===== config.mk =====
export PLATFORM = sky130hd
export DESIGN_NAME = sbm_back
export DESIGN_NICKNAME = d
export VERILOG_FILES = /design/src/sv/sbm_pkg.sv /design/src/sv/sbm_back.sv
export SDC_FILE = /design/constraint.sdc
export NUM_CORES = 2
export LEC_CHECK = 0
export ABC_AREA = 1
export BUFFER_PORTS_ARGS = -buffer_cell sky130_fd_sc_hd__clkbuf_2
export CAP_MARGIN = 10
export CORE_MARGIN = 5
export CORE_UTILIZATION = 55
export DETAILED_ROUTE_END_ITERATION = 7
export PLACE_DENSITY_LB_ADDON = 0.2
export REMOVE_ABC_BUFFERS = 1
export SYNTH_ARGS = -nofsm -noshare
export SYNTH_HDL_FRONTEND = slang
export SYNTH_SLANG_ARGS = --single-unit

===== constraint.sdc =====
create_clock -name clk -period 7.8 [get_ports clk]
set_input_delay 0.39 -clock clk [delete_from_list [all_inputs] [get_ports clk]]
set_output_delay 0.39 -clock clk [all_outputs]
set_load 0.01 [all_outputs]

===== src/sv/sbm_pkg.sv =====
// ----------------------------------------------------------------------------
// sbm_pkg
// Shared widths, register indexes, channel payloads and state types for the
// structured box mesh generator.
// ----------------------------------------------------------------------------
`default_nettype none

package sbm_pkg;

	// Field and datapath widths
	localparam int CNT_W     = 11;              // cell or vertex count per axis
	localparam int PRD_W     = 2 * CNT_W;       // product of two axis counts
	localparam int DIV_W     = PRD_W + CNT_W;   // dividend and shifted divisor
	localparam int IDX_W     = 31;
	localparam int SPC_W     = 32;
	localparam int CRD_W     = 42;
	localparam int CFG_IDX_W = 3;
	localparam int CFG_DAT_W = 32;
	localparam int STEP_W    = $clog2(CNT_W);
	localparam int QUE_DEPTH = 2;
	localparam int QPTR_W    = $clog2(QUE_DEPTH);
	localparam int QCNT_W    = $clog2(QUE_DEPTH + 1);

	localparam int DEF_MAX_CELLS = 1024;

	// Request kinds
	localparam logic FUNC_VERTEX  = 1'b0;
	localparam logic FUNC_ELEMENT = 1'b1;

	// Register indexes
	localparam logic [CFG_IDX_W-1:0] CFG_DIMENSIONS = 3'd0;
	localparam logic [CFG_IDX_W-1:0] CFG_CELLS_X    = 3'd1;
	localparam logic [CFG_IDX_W-1:0] CFG_CELLS_Y    = 3'd2;
	localparam logic [CFG_IDX_W-1:0] CFG_CELLS_Z    = 3'd3;
	localparam logic [CFG_IDX_W-1:0] CFG_SPACING_X  = 3'd4;
	localparam logic [CFG_IDX_W-1:0] CFG_SPACING_Y  = 3'd5;
	localparam logic [CFG_IDX_W-1:0] CFG_SPACING_Z  = 3'd6;

	typedef struct packed {
		logic             func;
		logic [IDX_W-1:0] entity_index;
	} in_item_t;

	typedef struct packed {
		logic [IDX_W-1:0] vertex_id;
		logic [CRD_W-1:0] coord_x;
		logic [CRD_W-1:0] coord_y;
		logic [CRD_W-1:0] coord_z;
		logic             last_result;
		logic             index_error;
	} out_item_t;

	typedef struct packed {
		logic [1:0]       dimensions;
		logic [CNT_W-1:0] cells_x;
		logic [CNT_W-1:0] cells_y;
		logic [CNT_W-1:0] cells_z;
		logic [SPC_W-1:0] spacing_x;
		logic [SPC_W-1:0] spacing_y;
		logic [SPC_W-1:0] spacing_z;
	} cfg_t;

	// Classified request handed from front to back
	typedef struct packed {
		logic             func;
		logic             err;
		logic [1:0]       dim;
		logic [CNT_W-1:0] i;
		logic [CNT_W-1:0] j;
		logic [CNT_W-1:0] k;
		logic [CNT_W-1:0] nvx;
		logic [PRD_W-1:0] nvxy;
	} job_t;

	// Queue handshake status seen by both sides
	typedef struct packed {
		logic push;
		logic full;
		logic pop;
		logic avail;
	} que_ctl_t;

	typedef enum logic [2:0] {
		F_IDLE,
		F_PREP,
		F_CHK,
		F_DIVK,
		F_DIVJ,
		F_PUSH
	} front_state_t;

	typedef enum logic [1:0] {
		B_IDLE,
		B_MUL,
		B_SUM,
		B_EMIT
	} back_state_t;

	// Force a cell count into 1 .. maxc
	function automatic logic [CNT_W-1:0] clamp_cells(logic [CNT_W-1:0] c,
		logic [CNT_W-1:0] maxc);
		logic [CNT_W-1:0] r;
		r = c;
		if (c == '0) begin
			r = CNT_W'(1);
		end else if (c > maxc) begin
			r = maxc;
		end
		return r;
	endfunction

endpackage

`default_nettype wire


===== src/sv/sbm_back.sv =====
// ----------------------------------------------------------------------------
// sbm_back
// Carries out one job: coordinates for a vertex, or the corner vertex ids of
// an element, one beat per cycle when not stalled, through an output register.
// ----------------------------------------------------------------------------
`default_nettype none

module sbm_back (
	input  wire logic          clk,
	input  wire logic          arst_n,
	input  wire logic          avail,
	input  wire sbm_pkg::job_t job,
	output logic               pop,
	input  wire sbm_pkg::cfg_t cfg,
	output logic               out_valid,
	input  wire logic          out_ready,
	output sbm_pkg::out_item_t out_data
);
	localparam int CNT_W = sbm_pkg::CNT_W;
	localparam int DIV_W = sbm_pkg::DIV_W;
	localparam int PRD_W = sbm_pkg::PRD_W;
	localparam int IDX_W = sbm_pkg::IDX_W;
	localparam int CRD_W = sbm_pkg::CRD_W;
	localparam int MUL_W = sbm_pkg::SPC_W + CNT_W;

	sbm_pkg::back_state_t state_q, state_d;

	sbm_pkg::job_t       job_q;
	logic [DIV_W-1:0]    p1_q;
	logic [PRD_W-1:0]    p2_q;
	logic [MUL_W-1:0]    cx_q, cy_q, cz_q;
	logic [IDX_W-1:0]    base_q;
	logic [2:0]          c_q;
	logic                ov_q;
	sbm_pkg::out_item_t  out_q;

	logic                load;
	logic [2:0]          c_last;
	logic                is_last;
	logic                di, dj, dk;
	logic [IDX_W-1:0]    vid;
	sbm_pkg::out_item_t  beat;

	assign pop       = (state_q == sbm_pkg::B_IDLE) && avail;
	assign load      = (state_q == sbm_pkg::B_EMIT) && (!ov_q || out_ready);
	assign out_valid = ov_q;
	assign out_data  = out_q;

	// Corner offsets and the beat to emit
	always_comb begin
		unique case (job_q.dim)
			2'd1:    c_last = 3'd1;
			2'd2:    c_last = 3'd3;
			default: c_last = 3'd7;
		endcase
		if (job_q.dim == 2'd1) begin
			di = c_q[0];
			dj = 1'b0;
			dk = 1'b0;
		end else begin
			di = c_q[1:0] == 2'd1 || c_q[1:0] == 2'd2;
			dj = c_q[1];
			dk = c_q[2];
		end
		vid = base_q + (dk ? IDX_W'(job_q.nvxy) : '0) + (dj ? IDX_W'(job_q.nvx) : '0)
			+ IDX_W'(di);
		is_last = job_q.err || (job_q.func == sbm_pkg::FUNC_VERTEX) || (c_q == c_last);

		beat             = '0;
		beat.last_result = is_last;
		if (job_q.err) begin
			beat.index_error = 1'b1;
		end else if (job_q.func == sbm_pkg::FUNC_VERTEX) begin
			beat.coord_x = CRD_W'(cx_q);
			beat.coord_y = (job_q.dim >= 2'd2) ? CRD_W'(cy_q) : '0;
			beat.coord_z = (job_q.dim == 2'd3) ? CRD_W'(cz_q) : '0;
		end else begin
			beat.vertex_id = vid;
		end
	end

	// Next state
	always_comb begin
		state_d = state_q;
		unique case (state_q)
			sbm_pkg::B_IDLE: begin
				if (avail) begin
					state_d = sbm_pkg::B_MUL;
				end
			end
			sbm_pkg::B_MUL: state_d = sbm_pkg::B_SUM;
			sbm_pkg::B_SUM: state_d = sbm_pkg::B_EMIT;
			sbm_pkg::B_EMIT: begin
				if (load && is_last) begin
					state_d = sbm_pkg::B_IDLE;
				end
			end
			default: state_d = sbm_pkg::B_IDLE;
		endcase
	end

	always_ff @(posedge clk or negedge arst_n) begin
		if (!arst_n) begin
			state_q <= sbm_pkg::B_IDLE;
			ov_q    <= 1'b0;
		end else begin
			state_q <= state_d;
			if (load) begin
				ov_q <= 1'b1;
			end else if (out_ready) begin
				ov_q <= 1'b0;
			end
		end
	end

	// Products, base id and corner count
	always_ff @(posedge clk) begin
		if (pop) begin
			job_q <= job;
		end
		if (state_q == sbm_pkg::B_MUL) begin
			p1_q <= DIV_W'(job_q.k) * DIV_W'(job_q.nvxy);
			p2_q <= PRD_W'(job_q.j) * PRD_W'(job_q.nvx);
			cx_q <= MUL_W'(job_q.i) * MUL_W'(cfg.spacing_x);
			cy_q <= MUL_W'(job_q.j) * MUL_W'(cfg.spacing_y);
			cz_q <= MUL_W'(job_q.k) * MUL_W'(cfg.spacing_z);
		end
		if (state_q == sbm_pkg::B_SUM) begin
			base_q <= IDX_W'(p1_q + DIV_W'(p2_q) + DIV_W'(job_q.i));
			c_q    <= '0;
		end
		if (load) begin
			out_q <= beat;
			c_q   <= c_q + 3'd1;
		end
	end
endmodule

`default_nettype wire


==> tab_implementation.tex <==
\begin{tabular}{lr}
\hline
Metric & Value \\
\hline
\multicolumn{2}{l}{\textbf{Logic synthesis}} \\
Syn Std Cell Area & about 67,000 µm² \\
Number of distinct library cell variants in the gate-level netlist after synthesis & 43 \\
Per-instance average area after synthesis & slightly below 8 µm² \\
Cell count after synthesis & between 8,000 and 9,000 \\
Biggest area contributors in the synthesized netlist & fa\_1 (32\%), edfxtp\_1 (20\%), nand2\_1 (15\%), inv\_1 (13\%), ha\_1 (8.1\%) \\
Seq cells post-synth & roughly 450 \\
Synth warnings & 0 \\
Part of the Yosys area used for sequential elements & about 20\% \\
Area leader, netlist & fa\_1 \\
Fraction of synthesized cell area taken by the top area cell type & between 30\% and 40\% \\
\multicolumn{2}{l}{\textbf{Worst setup path}} \\
Data arrival at the endpoint of the critical path & 6.37 ns \\
Highest fanout seen on the critical path & 21 \\
Number of buffers and inverters on the critical path & 6 \\
Type of element launching the critical path & register \\
Critical Path End Type & register \\
Top cell by count, worst path & nand2\_1 \\
Critical path's top delay family & adder cells \\
Biggest cell delay along the critical path & between 1 and 1.5 ns \\
Cell with the biggest individual delay on the critical path & edfxtp\_1 \\
Required arrival time at the worst endpoint & 8.20 ns \\
Classification of the worst setup path & reg -> reg \\
Worst path cell trace & buf\_4, nand2\_1, inv\_1, fa\_1, fa\_1, inv\_1, fa\_1, inv\_1, fa\_1, inv\_1, fa\_1, inv\_1, ha\_1, a21oi\_1, o21ai\_0, nand2\_1, nand2\_1, a21oi\_1, nand2\_1, nand2\_1, nand2\_1 \\
\multicolumn{2}{l}{\textbf{Route}} \\
Total detailed-routing wirelength & between 150,000 and 200,000 µm \\
First-iteration detailed-routing DRC count & 3,284 \\
Via count & 52,482 \\
Post-route ant nets & 0 \\
DRC & 0 \\
Router iterations before antenna repair & 8 \\
Vias per std cell & 5.04 \\
Post-detailed-route wirelength per cell & roughly 16 µm \\
\multicolumn{2}{l}{\textbf{Clock network}} \\
\# H-tree levels & 2 \\
TritonCTS sink count & roughly 450 \\
Buffer depth of the longest clock path & 3 \\
Setup bufs post-CTS & 0 \\
Clock latency reported for the late side of the worst-skew pair & just under 0.7 ns \\
Clock slew at reported path FFs & about 0.060 ns \\
Number of buffers inserted during clock tree synthesis & 55 \\
TritonCTS clock tree & done \\
CTS Root Buffer Type & clkbuf\_16 \\
\multicolumn{2}{l}{\textbf{Timing}} \\
RSZ-0062 raised after global routing & false \\
Number of setup violations in the final report & 0 \\
Fmax & between 0.15 and 0.2 GHz \\
Final TNS setup & 0 ns \\
Slew at the pin with the worst max-slew slack & 1.23 ns \\
Final hold viol count & 0 \\
Final critical-path share of the clock period & between 70\% and 80\% \\
Max-Slew Margin vs Limit & roughly 18\% \\
Period minus WS final & slightly below 6 ns \\
Max Transition Viols Final & 0 \\
Clock Skew & about 0.039 ns \\
\multicolumn{2}{l}{\textbf{Global routing}} \\
First-pass GRT wire length & approximately 280,000 µm \\
Number of antenna violations at the first check in global routing & 6 \\
Total global routing overflow & 0 \\
Via count of the first global-routing pass & 55,654 \\
Gr usage total & between 20 and 30\% \\
Maximum number of pins on one net before global-route repair & 92 \\
\multicolumn{2}{l}{\textbf{Run status}} \\
Run status & completed \\
\multicolumn{2}{l}{\textbf{Finish}} \\
Final \#Nets & around 10,000 \\
Highest-count cells in the layout ignoring fill and taps & nand2\_1 (2,653), inv\_1 (2,352), fa\_1 (1,086), edfxtp\_1 (442), nor2\_1 (441) \\
Total of fill cells in the finished design & approximately 11,000 \\
Relative area change from synthesis to final layout & 8.41\% \\
Most frequent standard cell in the layout excluding fill and tap cells & nand2\_1 \\
Share of post-route cells with drive strength above 1 & between 6 and 7\% \\
\multicolumn{2}{l}{\textbf{Floorplan}} \\
Die area & 129,000 µm² \\
Core Footprint & 121,000 µm² \\
Die Ht & roughly 360 µm \\
Floorplan die width & about 360 µm \\
Starting density of the core & between 50\% and 60\% \\
Std-Cell Rows & around 130 \\
I/O pins & about 370 \\
\multicolumn{2}{l}{\textbf{Placed design}} \\
Final weighted congestion in routability-driven placement & 0.943 \\
Port-buffer cells & 330 \\
Detailed-placement wirelength estimate & $\sim$140,000 µm \\
\multicolumn{2}{l}{\textbf{Hold path}} \\
Type of the most critical hold path & in -> async \\
\multicolumn{2}{l}{\textbf{Flow run}} \\
Max capacitance violation total & 0 \\
\hline
\end{tabular}
## synthesized netlist by cell type, drive strengths merged
library cell,count
a21boi,4
nand3,178
clkinv,2
and3,1
o211ai,3
nand3b,3
buf,9
inv,2354
dfrtp,3
edfxtp,442
ha,433
nor3,50
o21ai,98
a21oi,205
nand2b,4
nor2,458
a31oi,4
nand4,43
and2,3
fa,1086
clkbuf,293
xor2,100
o21a,8
o21bai,13
a21o,6
or2,11
xnor2,28
a211oi,1
nand2,2680
nor4,4
nor3b,1
## worst paths after layout
kind	end	slack (ns)	cells after the start	from
hold reg to reg	out_data[88]	0.54	2	cx_q[2]
max in group asynchronous	out_valid	7.55	2	arst_n
hold / removal	state_q[0]	0.08	2	arst_n
setup reg to reg	cz_q[38]	1.83	21	job_q[40]
setup / recovery	cz_q[38]	1.83	21	job_q[40]
min in group clk	job_q[48]	0.08	1	job[48]
## flip-flops by register name, summed over array words and instances, names as in the netlist
register	flops
job_q	70
out_data	159
p2_q	22
base_q	31
p1_q	31
cy_q	42
cz_q	42
state_q	2
cx_q	42
out_valid	1
c_q	3
## area by class of cell
class                   instances  area (µm²)  share of cell area (%)
multi-input cells            5425       43700                    60.2
flip-flops and latches        445       13300                    18.4
inverters                    2356        8850                    12.2
repair buffers                455        2790                    3.84
well taps                    1625        2030                    2.80
clock buffers                  61        1400                    1.93
clock inverters                43         509                   0.701
diodes                          6        15.0                  0.0207
## per-stage QoR
| stage | hold WS [ns] | utilization, % | cell area, µm² | worst slack, ns | std cells |
|---|---|---|---|---|---|
| after floorplan | 0.0944 | - | 65900 | 2.52 | 8226 |
| after global placement | 0.224 | 57.7 | 70000 | 1.93 | 10236 |
| after detailed placement | 0.223 | 57.7 | 70000 | 1.91 | 10236 |
| after CTS | 0.00518 | 59.8 | 72600 | 1.90 | 10410 |
| after global routing | 0.0313 | 59.8 | 72600 | 1.63 | 10412 |
| final | 0.0758 | 59.9 | 72700 | 1.83 | 10416 |
## routing by layer
layer  vias to the layer above  track usage, %  wire length (µm)
met3                       308            4.46             11200
met2                      1563            47.5             84400
met5                         -               0                 0
li1                      25057               -                 -
met1                     25554            34.6             69700
met4                         0            8.19              5270
## timing repair
item,in CTS,in global routing
hold endpoints to repair,72,0
hold buffers,70,0
gates resized for setup,0,0
## kinds of logic (layout without fill, tap and decap cells)
family                     after synthesis  in the layout  synth area share, %
buffers and inverters                 2658           2915                 14.9
adders and majority gates             1519           1519                 40.5
xor gates and xnor gates               128            128                 1.67
DFF                                    445            445                 19.9
AOI/OAI and AO/OA                      342            342                 2.70
other                                    0              6                    0
and+or+nand+nor                       3436           3436                 20.3
Power is left out: the tool's default activity adds up to more than one toggle a clock period on the data nets, which glitch-free logic cannot reach.
