### src/sv/sbm_pkg.sv
// ----------------------------------------------------------------------------
// sbm_pkg
// Shared widths, register indexes, channel payloads and state types for the
// structured box mesh generator.
// ----------------------------------------------------------------------------
`default_nettype none

package sbm_pkg;

	// Field and datapath widths
	localparam int CNT_W     = 11;              // cell or vertex count per axis
	localparam int PRD_W     = 2 * CNT_W;       // product of two axis counts
	localparam int DIV_W     = PRD_W + CNT_W;   // dividend and shifted divisor
	localparam int IDX_W     = 31;
	localparam int SPC_W     = 32;
	localparam int CRD_W     = 42;
	localparam int CFG_IDX_W = 3;
	localparam int CFG_DAT_W = 32;
	localparam int STEP_W    = $clog2(CNT_W);
	localparam int QUE_DEPTH = 2;
	localparam int QPTR_W    = $clog2(QUE_DEPTH);
	localparam int QCNT_W    = $clog2(QUE_DEPTH + 1);

	localparam int DEF_MAX_CELLS = 1024;

	// Request kinds
	localparam logic FUNC_VERTEX  = 1'b0;
	localparam logic FUNC_ELEMENT = 1'b1;

	// Register indexes
	localparam logic [CFG_IDX_W-1:0] CFG_DIMENSIONS = 3'd0;
	localparam logic [CFG_IDX_W-1:0] CFG_CELLS_X    = 3'd1;
	localparam logic [CFG_IDX_W-1:0] CFG_CELLS_Y    = 3'd2;
	localparam logic [CFG_IDX_W-1:0] CFG_CELLS_Z    = 3'd3;
	localparam logic [CFG_IDX_W-1:0] CFG_SPACING_X  = 3'd4;
	localparam logic [CFG_IDX_W-1:0] CFG_SPACING_Y  = 3'd5;
	localparam logic [CFG_IDX_W-1:0] CFG_SPACING_Z  = 3'd6;

	typedef struct packed {
		logic             func;
		logic [IDX_W-1:0] entity_index;
	} in_item_t;

	typedef struct packed {
		logic [IDX_W-1:0] vertex_id;
		logic [CRD_W-1:0] coord_x;
		logic [CRD_W-1:0] coord_y;
		logic [CRD_W-1:0] coord_z;
		logic             last_result;
		logic             index_error;
	} out_item_t;

	typedef struct packed {
		logic [1:0]       dimensions;
		logic [CNT_W-1:0] cells_x;
		logic [CNT_W-1:0] cells_y;
		logic [CNT_W-1:0] cells_z;
		logic [SPC_W-1:0] spacing_x;
		logic [SPC_W-1:0] spacing_y;
		logic [SPC_W-1:0] spacing_z;
	} cfg_t;

	// Classified request handed from front to back
	typedef struct packed {
		logic             func;
		logic             err;
		logic [1:0]       dim;
		logic [CNT_W-1:0] i;
		logic [CNT_W-1:0] j;
		logic [CNT_W-1:0] k;
		logic [CNT_W-1:0] nvx;
		logic [PRD_W-1:0] nvxy;
	} job_t;

	// Queue handshake status seen by both sides
	typedef struct packed {
		logic push;
		logic full;
		logic pop;
		logic avail;
	} que_ctl_t;

	typedef enum logic [2:0] {
		F_IDLE,
		F_PREP,
		F_CHK,
		F_DIVK,
		F_DIVJ,
		F_PUSH
	} front_state_t;

	typedef enum logic [1:0] {
		B_IDLE,
		B_MUL,
		B_SUM,
		B_EMIT
	} back_state_t;

	// Force a cell count into 1 .. maxc
	function automatic logic [CNT_W-1:0] clamp_cells(logic [CNT_W-1:0] c,
		logic [CNT_W-1:0] maxc);
		logic [CNT_W-1:0] r;
		r = c;
		if (c == '0) begin
			r = CNT_W'(1);
		end else if (c > maxc) begin
			r = maxc;
		end
		return r;
	endfunction

endpackage

`default_nettype wire

### src/sv/sbm_queue.sv
// ----------------------------------------------------------------------------
// sbm_queue
// Short job queue between the front and the back.
// ----------------------------------------------------------------------------
`default_nettype none

module sbm_queue (
	input  wire logic              clk,
	input  wire logic              arst_n,
	input  wire sbm_pkg::job_t     wr_data,
	output sbm_pkg::job_t          rd_data,
	input  wire sbm_pkg::que_ctl_t ctl_in,
	output logic                   full,
	output logic                   avail
);
	localparam int QPTR_W = sbm_pkg::QPTR_W;
	localparam int QCNT_W = sbm_pkg::QCNT_W;

	sbm_pkg::job_t     mem_q [sbm_pkg::QUE_DEPTH];
	logic [QPTR_W-1:0] wr_q, rd_q;
	logic [QCNT_W-1:0] cnt_q;
	logic              do_push, do_pop;

	assign full    = cnt_q == QCNT_W'(sbm_pkg::QUE_DEPTH);
	assign avail   = cnt_q != '0;
	assign do_push = ctl_in.push && !full;
	assign do_pop  = ctl_in.pop && avail;
	assign rd_data = mem_q[rd_q];

	// Advance pointers and occupancy
	always_ff @(posedge clk or negedge arst_n) begin
		if (!arst_n) begin
			wr_q  <= '0;
			rd_q  <= '0;
			cnt_q <= '0;
		end else begin
			if (do_push) begin
				wr_q <= wr_q + QPTR_W'(1);
			end
			if (do_pop) begin
				rd_q <= rd_q + QPTR_W'(1);
			end
			if (do_push && !do_pop) begin
				cnt_q <= cnt_q + QCNT_W'(1);
			end else if (do_pop && !do_push) begin
				cnt_q <= cnt_q - QCNT_W'(1);
			end
		end
	end

	always_ff @(posedge clk) begin
		if (do_push) begin
			mem_q[wr_q] <= wr_data;
		end
	end
endmodule

`default_nettype wire

### config.mk
export PLATFORM = sky130hd
export DESIGN_NAME = sbm_queue
export DESIGN_NICKNAME = d
export VERILOG_FILES = /design/src/sv/sbm_pkg.sv /design/src/sv/sbm_queue.sv
export SDC_FILE = /design/constraint.sdc
export NUM_CORES = 1
export LEC_CHECK = 0
export BUFFER_PORTS_ARGS = -buffer_cell sky130_fd_sc_hd__buf_2
export CAP_MARGIN = 20
export CORE_ASPECT_RATIO = 0.5
export CORE_MARGIN = 5
export CORE_UTILIZATION = 47
export DETAILED_ROUTE_END_ITERATION = 16
export MAX_ROUTING_LAYER = met4
export PLACE_DENSITY = 0.84
export SLEW_MARGIN = 5
export SYNTH_ARGS = -nofsm -noshare
export SYNTH_HDL_FRONTEND = slang
export SYNTH_SLANG_ARGS = --single-unit
### constraint.sdc
create_clock -name clk -period 4.35 [get_ports clk]
set_input_delay 0 -clock clk [delete_from_list [all_inputs] [get_ports clk]]
set_output_delay 0 -clock clk [all_outputs]
set_load 0.02 [all_outputs]
==> results of run 1 <==
==> power by group through the flow <==
stage	clock network (W)	logic [W]	registers, W
after floorplan	0	0.00144	0.00201
after global placement	0	0.00171	0.00206
after detailed placement	0	0.00173	0.00209
after CTS	0.00156	0.00179	0.00207
after global routing	0.00164	0.00187	0.00210
final	0.00155	0.00178	0.00207
==> cell type report <==
| type | count | area, um^2 |
|---|---|---|
| Sequential cell | 144 | 4310 |
| Fill cell | 738 | 3930 |
| Timing Repair Buffer | 223 | 1510 |
| Multi-Input combinational cell | 83 | 1150 |
| Clock buffer | 19 | 433 |
| Tap cell | 165 | 206 |
| Clock inverter | 13 | 193 |
| Inverter | 2 | 7.51 |
| Antenna cell | 1 | 2.50 |
==> registers in the layout, summed over array words and instances (netlist names) <==
name / flops
mem_q: 140
cnt_q: 2
rd_q: 1
wr_q: 1
==> cell families (layout without fill, tap and decap cells) <==
| kind of cell | count (synthesis) | after routing | synth area share (%) |
|---|---|---|---|
| XOR/XNOR | 5 | 5 | 0.782 |
| AND/OR/NAND/NOR | 7 | 7 | 0.648 |
| flip-flops | 144 | 144 | 76.8 |
| buffers and inverters | 10 | 257 | 2.84 |
| multiplexers | 70 | 70 | 18.7 |
| adder cells (fa/ha/maj) | 1 | 1 | 0.223 |
| other | 0 | 1 | 0 |
==> what timing repair did <==
item,4_1_cts,5_1_grt
hold endpoints to repair,146,0
setup buffers,0,0
resized for setup,0,0
hold buffers,74,0
==> worst max-delay path, cell delays in order, from the launching register on <==
cell	delay (ns)
dfrtp_4	0.75
buf_4	0.51
mux2_4	0.34
buf_2	0.16
==> stage by stage <==
step,std cells,area [um^2]
3_5_place_dp,543,6440
4_1_cts,649,7800
6_report,650,7810
5_1_grt,650,7810
3_3_place_gp,543,6440
2_1_floorplan,237,5600
==> final timing paths <==
check | startpoint | endpoint | slack, ns
setup / recovery | rd_q | rd_data[64] | 2.14
hold / removal | wr_data[36] | mem_q[0][36] | 0.31
setup reg to reg | cnt_q[0] | mem_q[1][11] | 2.14
hold reg to reg | cnt_q[1] | cnt_q[1] | 0.51
max in group asynchronous | arst_n | rd_q | 3.66
min in group asynchronous | arst_n | wr_q | 0.49
==> cell usage after synthesis <==
library cell and number:
and3_1 1, buf_12 7, buf_6 1, dfrtp_1 4
edfxtp_1 140, ha_1 1, inv_1 2, mux2_2 1
mux2_4 69, nand2_1 1, nand2_2 1, nand2b_1 1
nor2_1 2, or2_2 1, xnor2_1 3, xor2_1 2
==> metal layers <==
metal / track usage [%] / part of all wire, % / up-vias
met4: 7.85 / 3.3 / 0
met5: - / 0 / -
met1: 18.4 / 36 / 1522
met3: 4.59 / 2.9 / 35
li1: - / - / 1404
met2: 32.8 / 58 / 80
==> run summary, run 1 <==
combinational fraction of design power: 33.0%
Die Height: 87.2 um
Critical Path RT: 4.35 ns
Final Hold Slack: 0.312 ns
count of different cell masters after synthesis: 16
Die W: 164 um
vias post-DR: 3,041
synthesized cell area: 5600 um^2
DR vias/cell: 4.68
CTS root buf: clkbuf_16
placeable core region: 11,700 um^2
Inserted Clock Buffers: 17
routed length per instance: 18.4 um
ratio of cells with drive above 1 in the final layout: 52.1%
critical path peak fanout: 27
DIE AREA: 14,300 um^2
starting density of the core: 47.7%
number of buffers on the longest clock path: 2
data arrival time at the worst-slack endpoint: 2.21 ns
Tightest Pin Transition: 0.945 ns
kind of critical path: flip-flop to primary output
total of endpoints with negative setup slack in the final report: 0
top library cells by usage in the layout, fill and taps aside: buf_2 (145), edfxtp_1 (140), dlygate4sd3_1 (74)
I/O pin count: 148
Net Sw Frac: 30.9%
post-synth net total: 314
quantity of I/O buffers inserted on ports: 145
fin nets: 548
Total Power Consumption: 0.00540 W
pre-CTS WS: 2.15 ns
leak pwr: 3.18 nW
CTS tree: done
pin count of the biggest net entering global routing: 45
final worst slack: 2.14 ns
number of standard cells after synthesis: 237
final HPWL from detailed placement: 6.85 mm
outcome: completed
DRC violation count after routing: 0
classification of the worst-slack hold path: input pin to flip-flop
number of nets with antenna violations after routing: 0
flop and latch count out of synthesis: 144
endpoints failing hold: 0
Clock Pin Slew Worst Setup and Hold Paths: 0.06 ns
Clock Power Share: 28.7%
final worst clock skew: 0.0105 ns
Sequential Power Share: 38.3%
number of cell rows: 28
commonest non-fill, non-tap cell in the layout: buf_2
kind of start point of the critical path: flip-flop
synth top area cells: edfxtp_1 (75%), mux2_4 (18%), buf_12 (2.5%)
Reg2Reg Depth: 3
wire length of the first global-routing pass: 18.4 mm
RSZ-0062 raised after global routing: no
first-pass detailed-route iteration total: 4
WHS Path Cells: 2
crit path time final: 2.21 ns
total gr overflow: 0
area delta synth->final: 39.3%
overall routed net length: 12.0 mm
number of antenna violations at the first check in global routing: 1
worst vdd rail ir drop: 411 uV
last weighted congestion value of the routability-driven placer: 0.710
summed negative setup slack over all endpoints: 0 ns
P_sw: 0.00167 W
drt initial violations: 113
fmax: 0.452 GHz
clock tree sinks: 144
fin crit share: 50.9%
Relative slew margins: 36.8%
total internal power: 0.00373 W
Mean Syn Cell Area: 23.6 um^2
category of the worst setup path capture point: primary output
number of violations of the max-capacitance limit: 0
utilization after layout: 66.5%
fraction of synthesized cell area taken by the top area cell type: 75.0%
global routing usage summed across all routing layers: 17.9%
Max Slew Vio Count: 0
P per Cell Area: 691 nW/um^2
CTS H-Tree Depth: 4
number of warnings printed during yosys synthesis: 0
clock latency reported for the late side of the worst-skew pair: 0.41 ns
number of global-route vias before repair: 3,403
largest area contributor in the netlist: edfxtp_1
register area share after synthesis: 76.8%
(Power assumes the default switching activity.)
==> run 2, diff against run 1 <==
==> constraint.sdc (replaced) <==
create_clock -name clk -period 1.8 [get_ports clk]
set_input_delay 0 -clock clk [delete_from_list [all_inputs] [get_ports clk]]
set_output_delay 0 -clock clk [all_outputs]
set_load 0.02 [all_outputs]
==> run summary, run 2 (synthesis gave the netlist of run 1 again) <==
combinational fraction of design power: 34.2% (+1.2 points)
final HPWL from detailed placement: 6.96 mm (+1.5%)
CTS H-Tree Depth: 4 (unchanged)
number of antenna violations at the first check in global routing: 0 (-1)
P_sw: 0.00411 W (+150%)
first-pass detailed-route iteration total: 4 (unchanged)
placed cells: 547 (+0.74%)
Sequential Power Share: 35.7% (-2.6 points)
top library cells by usage in the layout, fill and taps aside: buf_2 (145), edfxtp_1 (140), dlygate4sd3_1 (74)
data arrival time at the worst-slack endpoint: 1.72 ns (-0.49 ns)
Critical Path RT: 1.80 ns (-2.55 ns)
setup slack of the most critical reg-to-reg path: 0.25 ns (-1.89 ns)
number of flip-flops in the largest register: 140 (unchanged)
P per Cell Area: 1710 nW/um^2 (+150%)
Reg2Reg Depth: 6 (+3)
Clock Pin Slew Worst Setup and Hold Paths: 0.06 ns (about the same)
number of global-route vias before repair: 3,395 (-0.24%)
total gr overflow: 0 (unchanged)
capturing element of the worst setup path: rd_data[48]
Die W: 164 um (unchanged)
kind of critical path: flip-flop to primary output
startpoint of the most critical setup path: rd_q
placeable core region: 11,700 um^2 (unchanged)
commonest non-fill, non-tap cell in the layout: buf_2
total of endpoints with negative setup slack in the final report: 0 (unchanged)
global routing usage summed across all routing layers: 17.4% (-0.54 points)
quantity of I/O buffers inserted on ports: 145 (unchanged)
endpoints failing hold: 0 (unchanged)
ratio of cells with drive above 1 in the final layout: 53.5% (+1.4 points)
number of nets with antenna violations after routing: 0 (unchanged)
Clock Power Share: 30.0% (+1.3 points)
Total Power Consumption: 0.0137 W (+150%)
category of the worst setup path capture point: primary output
last weighted congestion value of the routability-driven placer: 0.699 (-1.6%)
CTS tree: done
critical path peak fanout: 12 (-56%)
met3 Resource Use GR: 3.69% (-0.90 points)
number of violations of the max-capacitance limit: 0 (unchanged)
Final Cell Area: 8000 um^2 (+2.5%)
peak-usage layer in the global routing report: met2
classification of the worst-slack hold path: input pin to flip-flop
area delta synth->final: 42.9%
fmax: 0.583 GHz
utilization after layout: 68.2% (+1.7 points)
clock latency reported for the late side of the worst-skew pair: 0.41 ns (about the same)
clock tree sinks: 144 (unchanged)
DIE AREA: 14,300 um^2 (unchanged)
grt met1 use: 18.7% (+0.29 points)
total internal power: 0.00955 W (+160%)
number of cell rows: 28 (unchanged)
register with the highest flop count: mem_q
worst vdd rail ir drop: 900 uV (+120%)
leak pwr: 3.27 nW (+2.8%)
Net Sw Frac: 30.1% (-0.87 points)
Inserted Clock Buffers: 17 (unchanged)
filler instances: 744 (+0.81%)
final worst clock skew: 0.0147 ns (+0.00413 ns)
fin nets: 552 (+0.73%)
overall routed net length: 11.8 mm (-1.6%)
outcome: completed
final worst slack: 0.0833 ns (-2.05 ns)
CTS root buf: clkbuf_16
Reg2Reg Capture Point: cnt_q[1]
Max Slew Vio Count: 0 (unchanged)
pre-CTS WS: 0.346 ns (-1.80 ns)
RSZ-0062 raised after global routing: no
post-route insts no fill: 654 (+0.62%)
Top Registers: mem_q: 140 flops, cnt_q: 2 flops
DR vias/cell: 4.64 (-0.87%)
Relative slew margins: 84.8% (+48 points)
Die Height: 87.2 um (unchanged)
pin count of the biggest net entering global routing: 37 (-18%)
routed length per instance: 18.0 um (-2.2%)
starting density of the core: 47.7% (unchanged)
startpoint of the worst register-to-register path: cnt_q[0]
number of buffers on the longest clock path: 2 (unchanged)
DRC violation count after routing: 0 (unchanged)
drt initial violations: 142 (+26%)
Tightest Pin Transition: 0.227 ns (-0.718 ns)
vias post-DR: 3,033 (-0.26%)
met2 layer usage reported by global route: 31.4% (-1.4 points)
I/O pin count: 148 (unchanged)
kind of start point of the critical path: flip-flop
fin crit share: 95.4%
cell area reported after detailed placement: 6560 um^2 (+1.9%)
crit path time final: 1.72 ns
wire length of the first global-routing pass: 17.9 mm (-2.5%)
## run 2: final cells by class
class	instances	area [um^2]	share of cell area, %
diodes	1	2.50	0.0313
clock buffers	23	498	6.22
clock inverters	9	200	2.50
inverters	2	7.51	0.0938
multi-input cells	83	1160	14.5
flip-flops and latches	144	4310	53.8
well taps	165	206	2.58
repair buffers	227	1620	20.2
## run 2: worst max-delay path, cell delays in order, from the launching register on
cell,delay [ns]
dfrtp_4,0.55
buf_6,0.23
mux2_2,0.36
buf_2,0.17
## run 2: worst min-delay path by stage
stage                      startpoint           end  slack [ns]  cells past startpoint
after floorplan                arst_n      cnt_q[0]       -0.30                      0
after global placement         arst_n          rd_q       -0.19                      1
after detailed placement       arst_n          rd_q       -0.19                      1
after CTS                 wr_data[56]  mem_q[0][56]        0.29                      2
after global routing      wr_data[13]  mem_q[1][13]        0.29                      2
final                     wr_data[56]  mem_q[0][56]        0.31                      2
## run 2: power groups by stage
| stage | combinational, W | clock [W] | sequential, W |
|---|---|---|---|
| after floorplan | 0.00350 | 0 | 0.00483 |
| after global placement | 0.00448 | 0 | 0.00487 |
| after detailed placement | 0.00455 | 0 | 0.00494 |
| after CTS | 0.00470 | 0.00413 | 0.00488 |
| after global routing | 0.00491 | 0.00429 | 0.00495 |
| final | 0.00468 | 0.00410 | 0.00488 |
## run 2: per-stage QoR
step	setup TNS, ns	hold WS, ns
floorplan	-24.96	-0.296
global placement	0	-0.192
detailed placement	0	-0.189
CTS	0	0.292
global route	0	0.291
finish	0	0.309
## run 2: metal layers
layer | wire length (um) | vias up | share of wire (%)
met5 | 0 | - | 0
met4 | 213 | 0 | 1.8
met3 | 377 | 18 | 3.2
met2 | 6730 | 70 | 57
met1 | 4480 | 1530 | 38
li1 | - | 1415 | -
## run 2: timing repair
| action | 4_1_cts | 5_1_grt |
|---|---|---|
| buffers inserted | 0 | 0 |
| setup endpoints to repair | 1 | 0 |
| endpoints found under the hold margin | 146 | 0 |
| hold buffers | 74 | 0 |
| gates resized for setup | 1 | 0 |
