**config.mk**
```make
export PLATFORM = sky130hd
export DESIGN_NAME = sbm_front
export DESIGN_NICKNAME = d
export VERILOG_FILES = /design/src/sv/sbm_pkg.sv /design/src/sv/sbm_front.sv
export SDC_FILE = /design/constraint.sdc
export NUM_CORES = 1
export LEC_CHECK = 0
export BUFFER_PORTS_ARGS = -buffer_cell sky130_fd_sc_hd__buf_2
export CORE_MARGIN = 2
export CORE_UTILIZATION = 35
export CTS_CLUSTER_SIZE = 30
export DETAILED_ROUTE_END_ITERATION = 12
export GPL_TIMING_DRIVEN = 0
export SETUP_SLACK_MARGIN = 0.4
export SYNTH_ARGS = -nofsm -noshare
export SYNTH_HDL_FRONTEND = slang
export SYNTH_SLANG_ARGS = --single-unit
```
**constraint.sdc**
```tcl
create_clock -name clk -period 14.2 [get_ports clk]
set_input_delay 2.13 -clock clk [delete_from_list [all_inputs] [get_ports clk]]
set_output_delay 2.13 -clock clk [all_outputs]
set_load 0.1 [all_outputs]
```
**src/sv/sbm_pkg.sv**
```systemverilog
// ----------------------------------------------------------------------------
// sbm_pkg
// Shared widths, register indexes, channel payloads and state types for the
// structured box mesh generator.
// ----------------------------------------------------------------------------
`default_nettype none

package sbm_pkg;

	// Field and datapath widths
	localparam int CNT_W     = 11;              // cell or vertex count per axis
	localparam int PRD_W     = 2 * CNT_W;       // product of two axis counts
	localparam int DIV_W     = PRD_W + CNT_W;   // dividend and shifted divisor
	localparam int IDX_W     = 31;
	localparam int SPC_W     = 32;
	localparam int CRD_W     = 42;
	localparam int CFG_IDX_W = 3;
	localparam int CFG_DAT_W = 32;
	localparam int STEP_W    = $clog2(CNT_W);
	localparam int QUE_DEPTH = 2;
	localparam int QPTR_W    = $clog2(QUE_DEPTH);
	localparam int QCNT_W    = $clog2(QUE_DEPTH + 1);

	localparam int DEF_MAX_CELLS = 1024;

	// Request kinds
	localparam logic FUNC_VERTEX  = 1'b0;
	localparam logic FUNC_ELEMENT = 1'b1;

	// Register indexes
	localparam logic [CFG_IDX_W-1:0] CFG_DIMENSIONS = 3'd0;
	localparam logic [CFG_IDX_W-1:0] CFG_CELLS_X    = 3'd1;
	localparam logic [CFG_IDX_W-1:0] CFG_CELLS_Y    = 3'd2;
	localparam logic [CFG_IDX_W-1:0] CFG_CELLS_Z    = 3'd3;
	localparam logic [CFG_IDX_W-1:0] CFG_SPACING_X  = 3'd4;
	localparam logic [CFG_IDX_W-1:0] CFG_SPACING_Y  = 3'd5;
	localparam logic [CFG_IDX_W-1:0] CFG_SPACING_Z  = 3'd6;

	typedef struct packed {
		logic             func;
		logic [IDX_W-1:0] entity_index;
	} in_item_t;

	typedef struct packed {
		logic [IDX_W-1:0] vertex_id;
		logic [CRD_W-1:0] coord_x;
		logic [CRD_W-1:0] coord_y;
		logic [CRD_W-1:0] coord_z;
		logic             last_result;
		logic             index_error;
	} out_item_t;

	typedef struct packed {
		logic [1:0]       dimensions;
		logic [CNT_W-1:0] cells_x;
		logic [CNT_W-1:0] cells_y;
		logic [CNT_W-1:0] cells_z;
		logic [SPC_W-1:0] spacing_x;
		logic [SPC_W-1:0] spacing_y;
		logic [SPC_W-1:0] spacing_z;
	} cfg_t;

	// Classified request handed from front to back
	typedef struct packed {
		logic             func;
		logic             err;
		logic [1:0]       dim;
		logic [CNT_W-1:0] i;
		logic [CNT_W-1:0] j;
		logic [CNT_W-1:0] k;
		logic [CNT_W-1:0] nvx;
		logic [PRD_W-1:0] nvxy;
	} job_t;

	// Queue handshake status seen by both sides
	typedef struct packed {
		logic push;
		logic full;
		logic pop;
		logic avail;
	} que_ctl_t;

	typedef enum logic [2:0] {
		F_IDLE,
		F_PREP,
		F_CHK,
		F_DIVK,
		F_DIVJ,
		F_PUSH
	} front_state_t;

	typedef enum logic [1:0] {
		B_IDLE,
		B_MUL,
		B_SUM,
		B_EMIT
	} back_state_t;

	// Force a cell count into 1 .. maxc
	function automatic logic [CNT_W-1:0] clamp_cells(logic [CNT_W-1:0] c,
		logic [CNT_W-1:0] maxc);
		logic [CNT_W-1:0] r;
		r = c;
		if (c == '0) begin
			r = CNT_W'(1);
		end else if (c > maxc) begin
			r = maxc;
		end
		return r;
	endfunction

endpackage

`default_nettype wire

```
**src/sv/sbm_front.sv**
```systemverilog
// ----------------------------------------------------------------------------
// sbm_front
// Takes requests, checks the index against the entity count and splits it
// into axis indices with a bit-serial divider (one quotient bit per cycle).
// ----------------------------------------------------------------------------
`default_nettype none

module sbm_front #(
	parameter int MAX_CELLS = sbm_pkg::DEF_MAX_CELLS
) (
	input  wire logic              clk,
	input  wire logic              arst_n,
	input  wire logic              in_valid,
	output logic                   in_ready,
	input  wire sbm_pkg::in_item_t in_data,
	input  wire sbm_pkg::cfg_t     cfg,
	output logic                   push,
	input  wire logic              full,
	output sbm_pkg::job_t          push_data
);
	localparam int CNT_W  = sbm_pkg::CNT_W;
	localparam int PRD_W  = sbm_pkg::PRD_W;
	localparam int DIV_W  = sbm_pkg::DIV_W;
	localparam int IDX_W  = sbm_pkg::IDX_W;
	localparam int STEP_W = sbm_pkg::STEP_W;
	localparam logic [CNT_W-1:0] MAXC = CNT_W'(MAX_CELLS);

	sbm_pkg::front_state_t state_q, state_d;

	logic                 hold_v_q;
	sbm_pkg::in_item_t    hold_q;
	logic                 take;

	logic                 func_q;
	logic [IDX_W-1:0]     idx_q;
	logic [PRD_W-1:0]     d1_q;
	logic [CNT_W-1:0]     d2_q;
	logic [CNT_W-1:0]     lim_q;
	logic [CNT_W-1:0]     nvx_q;
	logic [PRD_W-1:0]     nvxy_q;
	logic [1:0]           dim_q;
	logic [DIV_W-1:0]     rem_q;
	logic [DIV_W-1:0]     dsh_q;
	logic [CNT_W-1:0]     quo_q;
	logic [CNT_W-1:0]     k_q;
	logic [CNT_W-1:0]     j_q;
	logic [STEP_W-1:0]    step_q;
	logic                 err_q;

	// Axis counts from the registers
	logic [1:0]           dim;
	logic [CNT_W-1:0]     nx, ny, nz, nvx, nvy, nvz;
	logic [PRD_W-1:0]     nvxy, nxy;

	// Divider step
	logic                 ge;
	logic [DIV_W-1:0]     rem_n;
	logic [CNT_W-1:0]     quo_n;
	logic                 ovf;
	logic                 step_last;

	// Input holding register
	assign in_ready = !hold_v_q;
	assign take     = (state_q == sbm_pkg::F_IDLE) && hold_v_q;

	always_ff @(posedge clk or negedge arst_n) begin
		if (!arst_n) begin
			hold_v_q <= 1'b0;
		end else if (in_valid && in_ready) begin
			hold_v_q <= 1'b1;
		end else if (take) begin
			hold_v_q <= 1'b0;
		end
	end

	always_ff @(posedge clk) begin
		if (in_valid && in_ready) begin
			hold_q <= in_data;
		end
	end

	// Normalise dimension and cell counts
	always_comb begin
		dim  = (cfg.dimensions == 2'd0) ? 2'd1 : cfg.dimensions;
		nx   = sbm_pkg::clamp_cells(cfg.cells_x, MAXC);
		ny   = (dim >= 2'd2) ? sbm_pkg::clamp_cells(cfg.cells_y, MAXC) : CNT_W'(1);
		nz   = (dim == 2'd3) ? sbm_pkg::clamp_cells(cfg.cells_z, MAXC) : CNT_W'(1);
		nvx  = nx + CNT_W'(1);
		nvy  = (dim >= 2'd2) ? ny + CNT_W'(1) : CNT_W'(1);
		nvz  = (dim == 2'd3) ? nz + CNT_W'(1) : CNT_W'(1);
		nvxy = PRD_W'(nvx) * PRD_W'(nvy);
		nxy  = PRD_W'(nx) * PRD_W'(ny);
	end

	// Restoring division, one quotient bit per cycle
	always_comb begin
		ge        = rem_q >= dsh_q;
		rem_n     = ge ? rem_q - dsh_q : rem_q;
		quo_n     = {quo_q[CNT_W-2:0], ge};
		ovf       = (32'(idx_q) >> CNT_W) >= 32'(d1_q);
		step_last = step_q == '0;
	end

	// Next state
	always_comb begin
		state_d = state_q;
		push    = 1'b0;
		unique case (state_q)
			sbm_pkg::F_IDLE: begin
				if (take) begin
					state_d = sbm_pkg::F_PREP;
				end
			end
			sbm_pkg::F_PREP: state_d = sbm_pkg::F_CHK;
			sbm_pkg::F_CHK: begin
				state_d = ovf ? sbm_pkg::F_PUSH : sbm_pkg::F_DIVK;
			end
			sbm_pkg::F_DIVK: begin
				if (step_last) begin
					state_d = (quo_n >= lim_q) ? sbm_pkg::F_PUSH : sbm_pkg::F_DIVJ;
				end
			end
			sbm_pkg::F_DIVJ: begin
				if (step_last) begin
					state_d = sbm_pkg::F_PUSH;
				end
			end
			sbm_pkg::F_PUSH: begin
				push = !full;
				if (!full) begin
					state_d = sbm_pkg::F_IDLE;
				end
			end
			default: state_d = sbm_pkg::F_IDLE;
		endcase
	end

	always_ff @(posedge clk or negedge arst_n) begin
		if (!arst_n) begin
			state_q <= sbm_pkg::F_IDLE;
		end else begin
			state_q <= state_d;
		end
	end

	// Datapath registers
	always_ff @(posedge clk) begin
		case (state_q)
			sbm_pkg::F_IDLE: begin
				func_q <= hold_q.func;
				idx_q  <= hold_q.entity_index;
				err_q  <= 1'b0;
			end
			sbm_pkg::F_PREP: begin
				d1_q   <= (func_q == sbm_pkg::FUNC_ELEMENT) ? nxy : nvxy;
				d2_q   <= (func_q == sbm_pkg::FUNC_ELEMENT) ? nx : nvx;
				lim_q  <= (func_q == sbm_pkg::FUNC_ELEMENT) ? nz : nvz;
				nvx_q  <= nvx;
				nvxy_q <= nvxy;
				dim_q  <= dim;
			end
			sbm_pkg::F_CHK: begin
				err_q  <= ovf;
				rem_q  <= DIV_W'(idx_q);
				dsh_q  <= DIV_W'(d1_q) << (CNT_W - 1);
				quo_q  <= '0;
				step_q <= STEP_W'(CNT_W - 1);
			end
			sbm_pkg::F_DIVK: begin
				rem_q  <= rem_n;
				quo_q  <= quo_n;
				dsh_q  <= dsh_q >> 1;
				step_q <= step_q - STEP_W'(1);
				if (step_last) begin
					k_q    <= quo_n;
					err_q  <= quo_n >= lim_q;
					quo_q  <= '0;
					dsh_q  <= DIV_W'(d2_q) << (CNT_W - 1);
					step_q <= STEP_W'(CNT_W - 1);
				end
			end
			sbm_pkg::F_DIVJ: begin
				rem_q  <= rem_n;
				quo_q  <= quo_n;
				dsh_q  <= dsh_q >> 1;
				step_q <= step_q - STEP_W'(1);
				if (step_last) begin
					j_q <= quo_n;
				end
			end
			default: begin
			end
		endcase
	end

	// Job payload; the remainder left after the second division is i
	always_comb begin
		push_data      = '0;
		push_data.func = func_q;
		push_data.err  = err_q;
		push_data.dim  = dim_q;
		push_data.i    = rem_q[CNT_W-1:0];
		push_data.j    = j_q;
		push_data.k    = k_q;
		push_data.nvx  = nvx_q;
		push_data.nvxy = nvxy_q;
	end
endmodule

`default_nettype wire

```
==> results of run 1 <==
-- cell type report --
cell class / instances / share of cell area [%]
clock buffer: 34 / 3.209
multi-input combinational: 1370 / 49.27
clock inverter: 19 / 1.014
inverter: 306 / 4.951
buffer: 76 / 1.467
sequential: 249 / 32.15
antenna: 3 / 0.03236
timing repair buffer: 153 / 3.786
tap: 765 / 4.126
-- power breakdown --
| group | internal, mW | switching, mW | total [mW] |
|---|---|---|---|
| Combinational | 0.712 | 1.47 | 2.18 |
| Clock | 0.466 | 0.310 | 0.776 |
| Sequential | 1.17 | 0.100 | 1.27 |
-- logic make-up (layout without fill, tap and decap cells) --
group | after synthesis | count (layout)
AO/OA/AOI/OAI | 295 | 295
XOR/XNOR | 85 | 85
adder cells (fa/ha/maj) | 349 | 349
buffers and inverters | 382 | 588
flip-flops | 249 | 249
multiplexers | 15 | 15
other | 0 | 3
AND/OR/NAND/NOR | 626 | 626
-- through the flow --
stage | hold WS (ns) | power [mW]
final | 0.4155 | 4.227
after global routing | 0.4241 | 4.513
after CTS | 0.4190 | 4.248
after detailed placement | 0.4059 | 3.450
after global placement | 0.4038 | 3.393
after floorplan | 0.4003 | 2.882
-- worst paths after layout --
| path | to | slack (ns) | cells after the start |
|---|---|---|---|
| worst max-delay path | d1_q[21] | 3.79 | 28 |
| worst min-delay path | idx_q[0] | 0.42 | 0 |
| worst max register to register | state_q[0] | 9.59 | 17 |
| worst min register to register | idx_q[0] | 0.42 | 0 |
| max in group asynchronous | state_q[1] | 12.73 | 1 |
| min in group asynchronous | state_q[0] | 1.35 | 1 |
-- per-layer routing --
layer | GRT usage, % | vias up | part of all wire [%]
li1 | - | 7122 | -
met1 | 24.14 | 7456 | 42
met2 | 32.65 | 439 | 50
met3 | 3.236 | 80 | 6.4
met4 | 4.735 | 4 | 2.2
met5 | 0 | - | 0.041
-- state kept, by name (all words and copies together) (netlist names), 2 cells and up --
register / flops
d1_q: 22
d2_q: 11
dim_q: 2
dsh_q: 32
hold_q: 32
idx_q: 31
j_q: 11
k_q: 11
lim_q: 11
nvx_q: 11
nvxy_q: 22
quo_q: 10
rem_q: 33
state_q: 3
step_q: 4
-- Yosys cell counts, types with 8 or more instances --
| library cell | n |
|---|---|
| a211oi_1 | 12 |
| a21o_1 | 40 |
| a21oi_1 | 79 |
| a222oi_1 | 11 |
| a31oi_1 | 11 |
| and2_1 | 38 |
| and3_1 | 23 |
| buf_4 | 14 |
| clkbuf_1 | 57 |
| edfxtp_1 | 245 |
| fa_1 | 161 |
| ha_1 | 188 |
| inv_1 | 298 |
| mux2_2 | 8 |
| nand2_1 | 219 |
| nand2b_1 | 28 |
| nand3_1 | 43 |
| nand4_1 | 9 |
| nor2_1 | 169 |
| nor2b_1 | 20 |
| nor3_1 | 32 |
| o21a_1 | 15 |
| o21ai_0 | 36 |
| o21ai_1 | 16 |
| o21bai_1 | 10 |
| o22ai_1 | 12 |
| o31ai_1 | 12 |
| xnor2_1 | 48 |
| xor2_1 | 33 |
==> results_dict.tcl, run 1 <==
set metrics [dict create \
    critPathMostFrequentCell "fa_1" \
    post-route-drc-count 0 \
    areaGrowthSynthToFinish_pct 14.04 \
    worst_ep_arrival_time_ns 10.70 \
    relSlewSlack_pct 12.76 \
    synth_flop_cell "edfxtp_1" \
    numPortBuffers 141 \
    syn_inst 2001 \
    grt_pass1_vias 15650 \
    post-dp-hpwl_um 44720 \
    synth_top_family_by_area "adder cells" \
    synthArstFlopShare_pct 1.606 \
    cp-end-kind "register" \
    fin_util_pct 40.28 \
    cts_setup_buffers 0 \
    synth_cell_types 85 \
    period_minus_slack_ns 10.41 \
    crit_start "cfg[122]" \
    r2r_start "rem_q[7]" \
    place_congestion 0.9427 \
    synthXorXnorAreaFrac_pct 3.863 \
    max_stage_delay_ns 0.81 \
    drtIter0Drc 1084 \
    overflow 0 \
    startpoint_type "input port" \
    multi_input_area_sq_um 11430 \
    synth_nets 2517 \
    yosysTopAreaCell "edfxtp_1" \
    final_common_cell "inv_1" \
    ios 239 \
    drv_slew 0 \
    maxCapViolCount 0 \
    stdcell_count 2975 \
    leakage_nw 10.53 \
    cts_tree "yes" \
    yosys_warnings 0 \
    worst_slew_pin_slew_ns 1.309 \
    synth_area_sq_um 20340 \
    seq_area_sq_um 7457 \
    rsz0062_at_grt "false" \
    worst_slack_ns 3.791 \
    power_density_nw_per_um2 182.2 \
    first_pass_iters 6 \
    ir_worst_vdd_mv 0.1178 \
    synth.area.mux_share_pct 0.7997 \
    cp_max_fo 10 \
    coreArea_sq_um 57590 \
    ant_nets 0 \
    pre_cts_slack_ns 3.279 \
    die_y_um 245.1 \
    final_cell_mix "inv_1 (298), edfxtp_1 (245), nand2_1 (218)" \
    grt_pass1_wl_um 87710 \
    synthAdderAreaFrac_pct 27.41 \
    vias 15100 \
    finalHoldViolations 0 \
    dieArea_sq_um 60060 \
    finClkSkew_ns 0.02364 \
    stdcell_area_sq_um 23200 \
    clk_latency_ns 0.57 \
    ys_seq_area_share_pct 36.66 \
    avgRoutedWirePerCell_um 18.75 \
    ys_ff_latch 249 \
    place_inst 2919 \
    cts_buffer_depth 3 \
    cts.clk_slew.worst_paths_ns 0.07 \
    start_util_pct 35.32 \
    place_area_sq_um 22210 \
    fill_cells 5653 \
    antenna_found_initial 6 \
    cts-resized-gates 0 \
    setup-tns-final_ns 0 \
    fin_nets 2701 \
    grt_max_degree 33 \
    die_x_um 245.1 \
    via_per_inst 5.076 \
    drive_gt1_share_pct 11.51 \
    post-route-period-util_pct 73.31 \
    synth-compound-area-share_pct 9.547 \
    crit_family "adder cells" \
    yosys.area.top_type_share_pct 36.17 \
    slowest_stage "nor2_1" \
    avgSynthCellArea_sq_um 10.17 \
    numCtsBuffers 29 \
    path_class "input port to register" \
    cts_root_buf "clkbuf_16" \
    grtUsageTotal_pct 18.78 \
    hold_start "hold_q[0]" \
    core.rowCount 88 \
    synth_enable_flop_cells 245 \
    wl_um 55790 \
    min_path_type "register to register" \
    yosys.area_share.simple_pct 14.40 \
    synth_area_leaders "edfxtp_1 (36%), fa_1 (16%), ha_1 (12%), inv_1 (5.5%), nand2_1 (4.0%)" \
    outcome "completed" \
    cts_hold_buf 0 \
    cp_num_buf_inv 6 \
    setup_viol 0 \
    required_ns 14.49 \
    cts.sinks 249 \
    htreeDepth 1 \
    max_freq_ghz 0.09607 \
]
Power figures use the tool's default switching activity.
==> run 2: changes to the inputs <==
Clock period 14.2 ns to 10.2 ns, I/O delays scaled along.
==> run 2 against run 1 <==
Net effect:
- design area rose by 0.11%
- largest cell class unchanged
- count of clock-buffer cells in the layout did not move
- critical path depth did not move
- power rose by 39%
- final cell count did not move
- combinational power rose by 39%
- register-to-register slack got worse by 4.0 ns
- via count rose by 0.28%
==> results_dict.tcl, run 2 (synthesized netlist as in run 1, its figures left out) <==
set metrics [dict create \
    path_class "input port to register" \
    crit_family "adder cells" \
    setup-tns-final_ns 0 \
    required_ns 10.50 \
    cts_buffer_depth 3 \
    worst_ep_arrival_time_ns 9.75 \
    post-route-period-util_pct 92.58 \
    r2r_start "rem_q[7]" \
    cts.sinks 249 \
    cts_hold_buf 0 \
    outcome "completed" \
    maxCapViolCount 0 \
    worst_slack_ns 0.7568 \
    final_common_cell "inv_1" \
    fin_util_pct 40.33 \
    numCtsBuffers 29 \
    first_pass_iters 5 \
    grt_max_degree 33 \
    grt_pass1_wl_um 87710 \
    max_freq_ghz 0.1059 \
    die_y_um 245.1 \
    post-route-drc-count 0 \
    largestRegisters "rem_q (33), dsh_q (32), hold_q (32)" \
    pre_cts_slack_ns -0.1212 \
    largest_reg_flops 33 \
    fill_cells 5653 \
    avgRoutedWirePerCell_um 18.76 \
    areaGrowthSynthToFinish_pct 14.17 \
    drive_gt1_share_pct 11.74 \
    rsz0062_at_grt "false" \
    slowest_stage "fa_1" \
    cts.clk_slew.worst_paths_ns 0.07 \
    coreArea_sq_um 57590 \
    leakage_nw 10.54 \
    clk_latency_ns 0.57 \
    startpoint_type "input port" \
    ir_worst_vdd_mv 0.1641 \
    hold_start "hold_q[0]" \
    power_density_nw_per_um2 253.5 \
    max_stage_delay_ns 0.58 \
    ff2ff_setup_slack_ns 5.59 \
    final_cell_mix "inv_1 (298), edfxtp_1 (245), nand2_1 (218)" \
    min_path_type "register to register" \
    post-dp-hpwl_um 44720 \
    critPathMostFrequentCell "fa_1" \
    period_minus_slack_ns 9.443 \
    numPortBuffers 141 \
    reg2reg_depth 17 \
    fin_nets 2701 \
    holdPathStages 0 \
    start_util_pct 35.32 \
    cp_max_fo 10 \
    grt_pass1_vias 15650 \
    worst_slew_pin_slew_ns 1.320 \
    drtIter0Drc 1083 \
    grtUsageTotal_pct 18.78 \
    finClkSkew_ns 0.02553 \
    vias 15140 \
    wl_um 55820 \
    overflow 0 \
    setup_viol 0 \
    die_x_um 245.1 \
    antenna_found_initial 6 \
    drv_slew 0 \
    cp_num_buf_inv 6 \
    worstReg2RegEnd "state_q[0]" \
    dieArea_sq_um 60060 \
    cp-end-kind "register" \
    core.rowCount 88 \
    relSlewSlack_pct 12.01 \
    finalHoldViolations 0 \
    ant_nets 0 \
    cts_tree "yes" \
    place_congestion 0.9427 \
    via_per_inst 5.090 \
    top_register "rem_q" \
    cts_root_buf "clkbuf_16" \
    htreeDepth 1 \
    hold_path_end "idx_q[0]" \
    ios 239 \
]
run 2: cell types whose count changed in the layout (fill, tap and decap cells not counted):
cell,before,now
nor2_2,0,1
a21oi_2,1,2
xnor2_1,48,46
nor2_1,169,168
a21oi_1,79,78
nor3_1,30,29
nor3_2,4,5
xnor2_2,2,4
run 2: through the flow:
| stage | area [sq um] | instances | hold WS [ns] | power [mW] |
|---|---|---|---|---|
| 2_1_floorplan | 20340 | 2001 | 0.4003 | 4.012 |
| 3_3_place_gp | 22000 | 2907 | 0.4038 | 4.724 |
| 3_5_place_dp | 22210 | 2919 | 0.4059 | 4.803 |
| 4_1_cts | 23190 | 2972 | 0.4190 | 5.914 |
| 5_1_grt | 23220 | 2974 | 0.4241 | 6.284 |
| 6_report | 23220 | 2975 | 0.4155 | 5.888 |
run 2: metal layers:
metal | global-route usage (%) | vias to the layer above | routed length, um
li1 | - | 7120 | -
met1 | 24.14 | 7493 | 23510
met2 | 32.65 | 446 | 27640
met3 | 3.236 | 81 | 3393
met4 | 4.735 | 4 | 1256
met5 | 0 | - | 23
run 2: how the worst max path moves through the flow:
stage                  start  endpoint  slack (ns)  depth (start not counted)
CTS                 cfg[122]  d1_q[21]        0.45                         28
global route        cfg[122]  d1_q[21]        0.41                         28
finish              cfg[122]  d1_q[21]        0.76                         28
global placement    cfg[122]  d1_q[21]        0.04                         28
detailed placement  cfg[122]  d1_q[21]       -0.12                         28
floorplan           cfg[112]  d1_q[19]        1.87                         27
run 2: area by class of cell:
class	instances	area, sq um	share of cell area [%]
inverters	306	1149	4.946
clock buffers	34	744.5	3.206
multi-input cells	1370	11450	49.32
clock inverters	19	235.2	1.013
plain buffers	76	340.3	1.465
repair buffers	153	878.3	3.782
well taps	765	957.2	4.122
flip-flops and latches	249	7457	32.11
diodes	3	7.507	0.03233
run 2: where the power goes:
| part | switching (mW) | total, mW | leakage [nW] | internal [mW] |
|---|---|---|---|---|
| sequential | 0.140 | 1.77 | 2.39 | 1.63 |
| clock | 0.432 | 1.08 | 0.472 | 0.649 |
| combinational | 2.04 | 3.04 | 7.67 | 0.992 |
run 2: what timing repair did:
| item | CTS | global route |
|---|---|---|
| gates resized for setup | 0 | 5 |
| endpoints found under the setup margin | 0 | 4 |
| buffers inserted | 0 | 0 |
